<file path="config.mk">
export PLATFORM = sky130hd
export DESIGN_NAME = mwsm_div
export DESIGN_NICKNAME = d
export VERILOG_FILES = /design/src/mwsm_pkg.sv /design/src/mwsm_div.sv
export SDC_FILE = /design/constraint.sdc
export NUM_CORES = 1
export LEC_CHECK = 0
export BUFFER_PORTS_ARGS = -buffer_cell sky130_fd_sc_hd__buf_2
export CAP_MARGIN = 20
export CORE_ASPECT_RATIO = 1.25
export CORE_UTILIZATION = 40
export DETAILED_ROUTE_END_ITERATION = 7
export HOLD_SLACK_MARGIN = 0.08
export PLACE_DENSITY = 0.56
export SETUP_SLACK_MARGIN = 0.02
export SLEW_MARGIN = 10
export SYNTH_ARGS = -nofsm -noshare
export SYNTH_HDL_FRONTEND = slang
export SYNTH_SLANG_ARGS = --single-unit
</file>
<file path="constraint.sdc">
create_clock -name clk_i -period 3.8 [get_ports clk_i]
set_clock_uncertainty 0.1 [all_clocks]
set_input_delay 0.38 -clock clk_i [delete_from_list [all_inputs] [get_ports clk_i]]
set_output_delay 0.38 -clock clk_i [all_outputs]
set_load 0.02 [all_outputs]
</file>
<file path="src/mwsm_pkg.sv">
// shared widths, register codes and types of the mecanum wheel speed mixer
`default_nettype none

package mwsm_pkg;

  // fixed point fraction bits of the Q registers
  localparam int FRAC_BITS = 16;

  localparam int VEL_W      = 16;
  localparam int LIM_W      = 15;
  localparam int Q_REG_W    = 24;
  localparam int NUM_WHEELS = 4;
  localparam int WHEEL_W    = 16;

  localparam int IN_DATA_W  = 3 * VEL_W;
  localparam int OUT_DATA_W = NUM_WHEELS * WHEEL_W;

  // mixing and scaling widths
  localparam int LIN_W       = VEL_W + 2;
  localparam int RATIO_W     = Q_REG_W + 2;
  localparam int PROD_W      = VEL_W + RATIO_W;
  localparam int LIN_SH_W    = LIN_W + FRAC_BITS;
  localparam int SUM_W       = ((PROD_W > LIN_SH_W) ? PROD_W : LIN_SH_W) + 1;
  localparam int SCALE_SPLIT = Q_REG_W / 2;
  localparam int MUL_W       = SUM_W + SCALE_SPLIT;
  localparam int T_W         = MUL_W + 1;
  localparam int T_SHIFT     = 2 * FRAC_BITS - SCALE_SPLIT;

  // wheel magnitude and limiting divider
  localparam int ABS_W = WHEEL_W + 1;
  localparam int NUM_W = ABS_W + LIM_W;
  localparam int DEN_W = ABS_W;
  localparam int QUO_W = LIM_W;

  localparam int WHEEL_POS_MAX = 32767;
  localparam int WHEEL_NEG_MAG = 32768;
  localparam logic [WHEEL_W-1:0] WHEEL_MOST_NEG = 16'h8000;

  // configuration port
  localparam int REG_IDX_W  = 4;
  localparam int CFG_DATA_W = Q_REG_W;

  localparam logic [REG_IDX_W-1:0] REG_FORWARD_LIMIT   = 4'd0;
  localparam logic [REG_IDX_W-1:0] REG_SIDEWAYS_LIMIT  = 4'd1;
  localparam logic [REG_IDX_W-1:0] REG_TURN_LIMIT      = 4'd2;
  localparam logic [REG_IDX_W-1:0] REG_WHEEL_RPM_LIMIT = 4'd3;
  localparam logic [REG_IDX_W-1:0] REG_RPM_SCALE       = 4'd4;
  localparam logic [REG_IDX_W-1:0] REG_ROTATE_BASE     = 4'd5;
  localparam logic [REG_IDX_W-1:0] REG_OFFSET_X_TERM   = 4'd6;
  localparam logic [REG_IDX_W-1:0] REG_OFFSET_Y_TERM   = 4'd7;

  localparam logic [LIM_W-1:0]   RST_FORWARD_LIMIT   = 15'd3000;
  localparam logic [LIM_W-1:0]   RST_SIDEWAYS_LIMIT  = 15'd3000;
  localparam logic [LIM_W-1:0]   RST_TURN_LIMIT      = 15'd300;
  localparam logic [LIM_W-1:0]   RST_WHEEL_RPM_LIMIT = 15'd8500;
  localparam logic [Q_REG_W-1:0] RST_RPM_SCALE       = 24'd65536;
  localparam logic [Q_REG_W-1:0] RST_ROTATE_BASE     = 24'd65536;
  localparam logic [Q_REG_W-1:0] RST_OFFSET_TERM     = 24'd0;

  // pipeline depth
  localparam int FRONT_STAGES = 7;
  localparam int PIPE_STAGES  = FRONT_STAGES + QUO_W;

  // what rides alongside the divider
  typedef struct packed {
    logic [NUM_WHEELS-1:0][WHEEL_W-1:0] wheel;
    logic                               resc;
  } side_t;

endpackage

`default_nettype wire

</file>
<file path="src/mwsm_div.sv">
// pipelined restoring divider, one quotient bit per stage
`default_nettype none

module mwsm_div import mwsm_pkg::*; (
  input  wire logic             clk_i,
  input  wire logic             en_i,
  input  wire logic [NUM_W-1:0] num_i,
  input  wire logic [DEN_W-1:0] den_i,
  output logic      [QUO_W-1:0] quo_o
);

  logic [NUM_W-1:0] rem_q [QUO_W-1];
  logic [DEN_W-1:0] den_q [QUO_W-1];
  logic [QUO_W-1:0] quo_q [QUO_W];

  for (genvar k = 0; k < QUO_W; k++) begin : g_stage
    logic [NUM_W-1:0] rem_in;
    logic [DEN_W-1:0] den_in;
    logic [QUO_W-1:0] quo_in;
    logic [NUM_W-1:0] den_sh;
    logic             fits;

    if (k == 0) begin : g_first
      assign rem_in = num_i;
      assign den_in = den_i;
      assign quo_in = '0;
    end else begin : g_next
      assign rem_in = rem_q[k-1];
      assign den_in = den_q[k-1];
      assign quo_in = quo_q[k-1];
    end

    assign den_sh = NUM_W'(den_in) << (QUO_W - 1 - k);
    assign fits   = (rem_in >= den_sh);

    always_ff @(posedge clk_i) begin
      if (en_i) begin
        quo_q[k] <= fits ? (quo_in | (QUO_W'(1) << (QUO_W - 1 - k))) : quo_in;
      end
    end

    if (k < QUO_W - 1) begin : g_carry
      always_ff @(posedge clk_i) begin
        if (en_i) begin
          rem_q[k] <= fits ? (rem_in - den_sh) : rem_in;
          den_q[k] <= den_in;
        end
      end
    end
  end

  assign quo_o = quo_q[QUO_W-1];

endmodule

`default_nettype wire

</file>
==> metrics.csv, run 1 <==
stage,metric,value,unit
outcome,status,"finished, final reports clean",
power,p_comb_share,34.7,%
power,power_density,696,mW/mm²
placement,place.detailed.hpwl,65.2,mm
sta,grt_setup_unrepaired,false,
global_routing,grt_max_degree,116,
hold_path,min_path_type,reg2reg,
worst_setup_path,crit_start,rem_q[0][15],
detailed_routing,finalWirelength,86.6,mm
hold_path,holdPathStages,0,
detailed_routing,drt_iter0_drc,1100,
worst_setup_path,slowest_delay,0.53,ns
global_routing,grt_pass1_vias,28300,
power,switching_share,33.0,%
clocking,cts_buffers,88,
hold_path,min_to,quo_q[3][12],
power,vdd_drop_max,0.375,mV
worst_setup_path,crit_buf_inv,0,
global_routing,antenna_found_initial,0,
placement,gp_congestion,0.898,
sta,relSlewSlack,55.4,%
worst_setup_path,worstReg2RegEnd,rem_q[0][62],
sta,hold_slack,0.314,ns
clocking,cts-root-buf,clkbuf_16,
detailed_routing,vias_per_cell,5.22,
worst_setup_path,endpoint_kind,flip-flop,
hold_path,min-delay-start,quo_q[2][27],
cells_and_area,synthToLayoutAreaGrowth,14.5,%
cells_and_area,final_common_cell,edfxtp_1,
cells_and_area,final_nets,4111,
sta,fin_crit_sh,94.7,%
worst_setup_path,path_max_fanout,5,
sta,min_period,3.60,ns
synthesis,synthArstFlopShare,0,%
floorplanning,die_area,0.107,mm²
synthesis,ys_seq_area_share,57.4,%
power,power_frac_clock,25.2,%
clocking,clock_latency,0.66,ns
worst_setup_path,crit_arrival,3.90,ns
clocking,ctsHtreeMaxLevel,3,
synthesis,synth-simple-area-share,11.1,%
sta,max_slew.worst_pin.slew,0.661,ns
synthesis,synth_area_per_cell,11.9,µm²
synthesis,yosys-mux-area-fraction,1.80,%
flow_run,drv_cap,0,
cells_and_area,fillers,9415,
detailed_routing,postRouteAntennaNets,0,
synthesis,synth_top_family_by_area,compound AO/OA/AOI/OAI gates,
worst_setup_path,crit_chain,"ha_1, and3b_1, o21a_1, o41ai_1, o21ai_0, o41a_1, a2111oi_0, a21oi_1, mux2_2",
synthesis,synthAdderAreaFrac,8.23,%
synthesis,synth-main-ff-cell,edfxtp_1,
worst_setup_path,cp-start-kind,flip-flop,
synthesis,synth_edf_count,806,
worst_setup_path,required,4.10,ns
detailed_routing,first_pass_iters,5,
global_routing,grt_usage,16.3,%
cells_and_area,drive_above_1_share,10.4,%
synthesis,netlist_area,0.0422,mm²
power,leakage,0.0187,µW
power,p_switching,11100,µW
synthesis,synth.distinct_cells,86,
power,power.internal,22500,µW
synthesis,yosys.area.top_type,edfxtp_1,
floorplanning,dieHeight,365,µm
sta,fmaxAchievable,278,MHz
synthesis,ys_ff_latch,806,
detailed_routing,drcViolationCount,0,
sta,final_hold_viol_count,0,
floorplanning,die_width,292,µm
synthesis,netlist_instances,3552,
sta,tns,0,ns
synthesis,synthTopCellsByArea,"edfxtp_1, ha_1, xnor2_1, a21oi_1, inv_1",
synthesis,synth_compound_area_share,12.0,%
global_routing,grt_pass1_wl,139,mm
floorplanning,initial_core_util,40.5,%
cells_and_area,layout_common_cells,"edfxtp_1, inv_1, ha_1",
detailed_routing,post_drt_wl_per_cell,16.7,µm
detailed_routing,vias,27100,
worst_setup_path,path_class,reg2reg,
power,pwr-share-seq,40.1,%
clocking,cts.path.max_buffers,3,
clocking,cts_tree,done,
clocking,numClockSinks,806,
placement,io_buffers,65,
worst_setup_path,r2r-start,rem_q[0][15],
worst_setup_path,r2r.worst_path.cells,9,
synthesis,synth_fp_nets,3872,
sta,setup_viol,0,
floorplanning,design.core.area,0.104,mm²
synthesis,yosysWarnings,0,
worst_setup_path,cp_top_family,compound AO/OA/AOI/OAI gates,
synthesis,synth_top_area_share,57.4,%
sta,drv_slew,0,
worst_setup_path,crit_slowest_cell,a2111oi_0,
floorplanning,boundaryPins,66,
global_routing,overflow,0,
clocking,clk_pin_slew,0.06,ns
synthesis,synth-xor-area-share,5.96,%
worst_setup_path,r2r_setup_slack,0.20,ns
floorplanning,rows,132,
-- synth_stat cells (13+ instances only) --
| cell type | count |
|---|---|
| a211o_1 | 16 |
| a211oi_1 | 29 |
| a21o_1 | 86 |
| a21oi_1 | 247 |
| a31oi_1 | 27 |
| and2_1 | 16 |
| and3_1 | 26 |
| clkbuf_1 | 54 |
| edfxtp_1 | 806 |
| fa_1 | 14 |
| ha_1 | 255 |
| inv_1 | 322 |
| mux2_2 | 64 |
| nand2_1 | 233 |
| nand2b_1 | 47 |
| nand3_1 | 67 |
| nand3b_1 | 14 |
| nand4_1 | 30 |
| nor2_1 | 216 |
| nor2b_1 | 36 |
| nor3_1 | 90 |
| nor4_1 | 45 |
| nor4b_1 | 14 |
| o211ai_1 | 15 |
| o21a_1 | 25 |
| o21ai_0 | 198 |
| o21bai_1 | 15 |
| o31a_1 | 13 |
| o31ai_1 | 17 |
| or2_2 | 19 |
| or3_1 | 35 |
| xnor2_1 | 150 |
| xor2_1 | 137 |
-- per-layer routing --
metal	global-route usage (%)	up-vias	wire length, µm
li1	-	13600	-
met1	13.4	12900	28000
met2	35.5	409	51700
met3	2.08	237	2260
met4	9.51	0	4660
met5	0	-	0
-- state kept, by name, summed over array words and instances (netlist names) --
signal  count
quo_q     120
rem_q     448
den_q     238
-- per-stage QoR --
step,util [%],power (µW),cells,worst slack (ns),instance area (µm²)
global placement,43.2,25100,4991,0.215,44900
finish,46.4,33600,5200,0.200,48300
global route,46.4,35800,5199,0.0470,48300
CTS,46.4,33900,5199,0.204,48300
detailed placement,43.2,25200,4991,0.214,44900
floorplan,-,22000,3552,0.416,42200
-- cells by family (layout without fill, tap and decap cells) --
| kind of cell | after synthesis | after routing |
|---|---|---|
| muxes | 68 | 68 |
| DFF | 806 | 806 |
| buffers and inverters | 388 | 695 |
| AOI/OAI and AO/OA | 799 | 799 |
| xor gates and xnor gates | 287 | 287 |
| other | 0 | 1 |
| adders and majority gates | 269 | 269 |
| and+or+nand+nor | 935 | 935 |
-- worst max-delay path by stage --
stage / to / slack (ns) / depth (start not counted)
floorplan: rem_q[0][157] / 0.42 / 12
global placement: rem_q[0][46] / 0.21 / 10
detailed placement: rem_q[0][46] / 0.21 / 10
CTS: rem_q[0][46] / 0.20 / 10
global route: rem_q[1][88] / 0.05 / 13
finish: rem_q[0][62] / 0.20 / 9
-- cell type report --
cell class                      instances  area [µm²]  area share (%)
Tap cell                             1340        1680            3.47
Clock inverter                         44         546            1.13
Clock buffer                          114        2320            4.81
Multi-Input combinational cell       2358       16500            34.2
Sequential cell                       806       24200            50.1
Antenna cell                            1        2.50         0.00518
Timing Repair Buffer                  215        1810            3.75
Inverter                              322        1210            2.50
-- power by group through the flow --
| stage | clock network [µW] | registers, µW | logic (µW) |
|---|---|---|---|
| 3_5_place_dp | 0 | 13600 | 11600 |
| 6_report | 8480 | 13500 | 11700 |
| 2_1_floorplan | 0 | 13300 | 8730 |
| 3_3_place_gp | 0 | 13600 | 11400 |
| 4_1_cts | 8750 | 13500 | 11700 |
| 5_1_grt | 9070 | 13700 | 13000 |
-- what timing repair did --
item / in CTS / in global routing
endpoints found under the setup margin: 0 / 1
hold buffers: 50 / 0
gates resized for setup: 0 / 1
endpoints found under the hold margin: 87 / 0
setup buffers: 0 / 0
Note: power is estimated with default switching activity, not from simulation.
==> inputs of run 2 (changes only) <==
--- a/config.mk
+++ b/config.mk
@@ -7,7 +7,7 @@
 export LEC_CHECK = 0
 export BUFFER_PORTS_ARGS = -buffer_cell sky130_fd_sc_hd__buf_2
 export CAP_MARGIN = 20
-export CORE_ASPECT_RATIO = 1.25
+export CORE_ASPECT_RATIO = 2
 export CORE_UTILIZATION = 40
 export DETAILED_ROUTE_END_ITERATION = 7
 export HOLD_SLACK_MARGIN = 0.08
==> metrics.csv, run 2 (same netlist as run 1, synthesis figures left out) <==
stage,metric,value,unit
global_routing,grt_pass1_wl,148,mm
clocking,cts-root-buf,clkbuf_16,
detailed_routing,finalWirelength,96.2,mm
power,p_comb_share,37.1,%
power,switching_share,34.4,%
flow_run,drv_cap,0,
clocking,cts_tree,done,
power,p_switching,11400,µW
hold_path,min_path_type,reg2reg,
power,power_frac_clock,22.5,%
sta,hold_slack,0.314,ns
sta,max_slew.worst_pin.slew,0.896,ns
detailed_routing,vias,27800,
clocking,cts_setup_buffers,0,
outcome,status,"finished, final reports clean",
global_routing,grt_usage,18.2,%
floorplanning,initial_core_util,40.3,%
detailed_routing,drcViolationCount,0,
power,vdd_drop_max,0.395,mV
floorplanning,die_width,232,µm
sta,fin_crit_sh,98.2,%
global_routing,overflow,0,
cells_and_area,layout_common_cells,"edfxtp_1, inv_1, ha_1",
clocking,cts_buffers,78,
worst_setup_path,crit_arrival,4.05,ns
sta,drv_slew,0,
power,power_density,690,mW/mm²
sta,final_hold_viol_count,0,
clocking,cts.path.max_buffers,3,
detailed_routing,first_pass_iters,7,
cells_and_area,insertedDiodeCount,0,
worst_setup_path,path_max_fanout,26,
worst_setup_path,crit_chain,"ha_1, and3b_1, nor2_1, a2111oi_2, buf_4, a2111oi_2, buf_4, o31ai_2, a31oi_2, buf_6, mux2_2",
placement,place.detailed.hpwl,74.4,mm
floorplanning,dieHeight,461,µm
worst_setup_path,crit_buf_inv,3,
sta,post-route-worst-setup-slack,0.0685,ns
worst_setup_path,path_class,reg2reg,
floorplanning,die_area,0.107,mm²
clocking,numClockSinks,806,
clocking,ctsHtreeMaxLevel,3,
worst_setup_path,endpoint_kind,flip-flop,
worst_setup_path,cp_top_family,compound AO/OA/AOI/OAI gates,
clocking,clock_latency,0.67,ns
power,pwr-share-seq,40.4,%
sta,grt_setup_unrepaired,true,
cells_and_area,reg_top3,"rem_q x448, den_q x238, quo_q x120",
sta,fmaxAchievable,268,MHz
cells_and_area,final_nets,4145,
sta,setup_viol,0,
sta,min_period,3.73,ns
global_routing,antenna_found_initial,0,
global_routing,grt_pass1_vias,29900,
power,leakage,0.0187,µW
cells_and_area,synthToLayoutAreaGrowth,14.2,%
sta,tns,0,ns
cells_and_area,top_register,rem_q,
placement,gp_congestion,0.853,
floorplanning,design.core.area,0.105,mm²
detailed_routing,vias_per_cell,5.31,
cells_and_area,drive_above_1_share,11.2,%
detailed_routing,post_drt_wl_per_cell,18.3,µm
detailed_routing,postRouteAntennaNets,0,
floorplanning,rows,168,
floorplanning,boundaryPins,66,
sta,relSlewSlack,39.7,%
global_routing,grt_max_degree,123,
placement,io_buffers,65,
worst_setup_path,crit_slowest_cell,a2111oi_2,
cells_and_area,final_common_cell,edfxtp_1,
clocking,clk_pin_slew,0.06,ns
detailed_routing,drt_iter0_drc,1185,
cells_and_area,largest_register_ffs,448,
placement,dp_slack,-0.448,ns
worst_setup_path,cp-start-kind,flip-flop,
worst_setup_path,required,4.11,ns
power,power.internal,21800,µW
worst_setup_path,slowest_delay,0.52,ns
run 2: final cells by class:
type,count,area (µm²)
sequential,806,24200
fill,9649,56500
tap,1360,1700
inverter,322,1210
multi-input combinational,2358,16600
clock buffer,95,2040
clock inverter,48,357
timing repair buffer,259,2100
run 2: repair_timing:
action	CTS	global route
hold buffers	50	0
resized for setup	6	2
gates cloned	0	0
setup endpoints to repair	20	2
hold endpoints to repair	85	0
run 2: routing by layer:
layer,vias to the layer above,wire [µm],share of wire [%],global-route usage (%)
met4,0,7530,7.8,13.9
met1,13400,25200,26,11.4
met2,464,61400,64,41.6
met3,297,2040,2.1,2.08
met5,-,0,0,0
li1,13700,-,-,-
run 2: path summary, 6_finish.rpt:
check                       to  depth (start not counted)         start  slack (ns)
setup / recovery  rem_q[0][46]                         11  rem_q[0][15]        0.07
hold / removal     quo_q[7][9]                          0  quo_q[6][24]        0.31
setup reg to reg  rem_q[0][46]                         11  rem_q[0][15]        0.07
hold reg to reg    quo_q[7][9]                          0  quo_q[6][24]        0.31
run 2: metrics by stage:
stage,instance area [µm²],instances,total power [µW],util [%]
floorplan,42200,3552,22000,-
global placement,45200,5055,25800,43.2
detailed placement,45200,5055,26000,43.2
CTS,48200,5248,33600,46.0
global route,48200,5248,35300,46.0
finish,48200,5248,33200,46.0
run 2: power by group through the flow:
stage	clock [µW]	combinational [µW]	sequential, µW
global placement	0	12200	13600
finish	7470	12400	13400
CTS	7710	12400	13400
floorplan	0	8730	13300
detailed placement	0	12400	13600
global route	8020	13700	13600
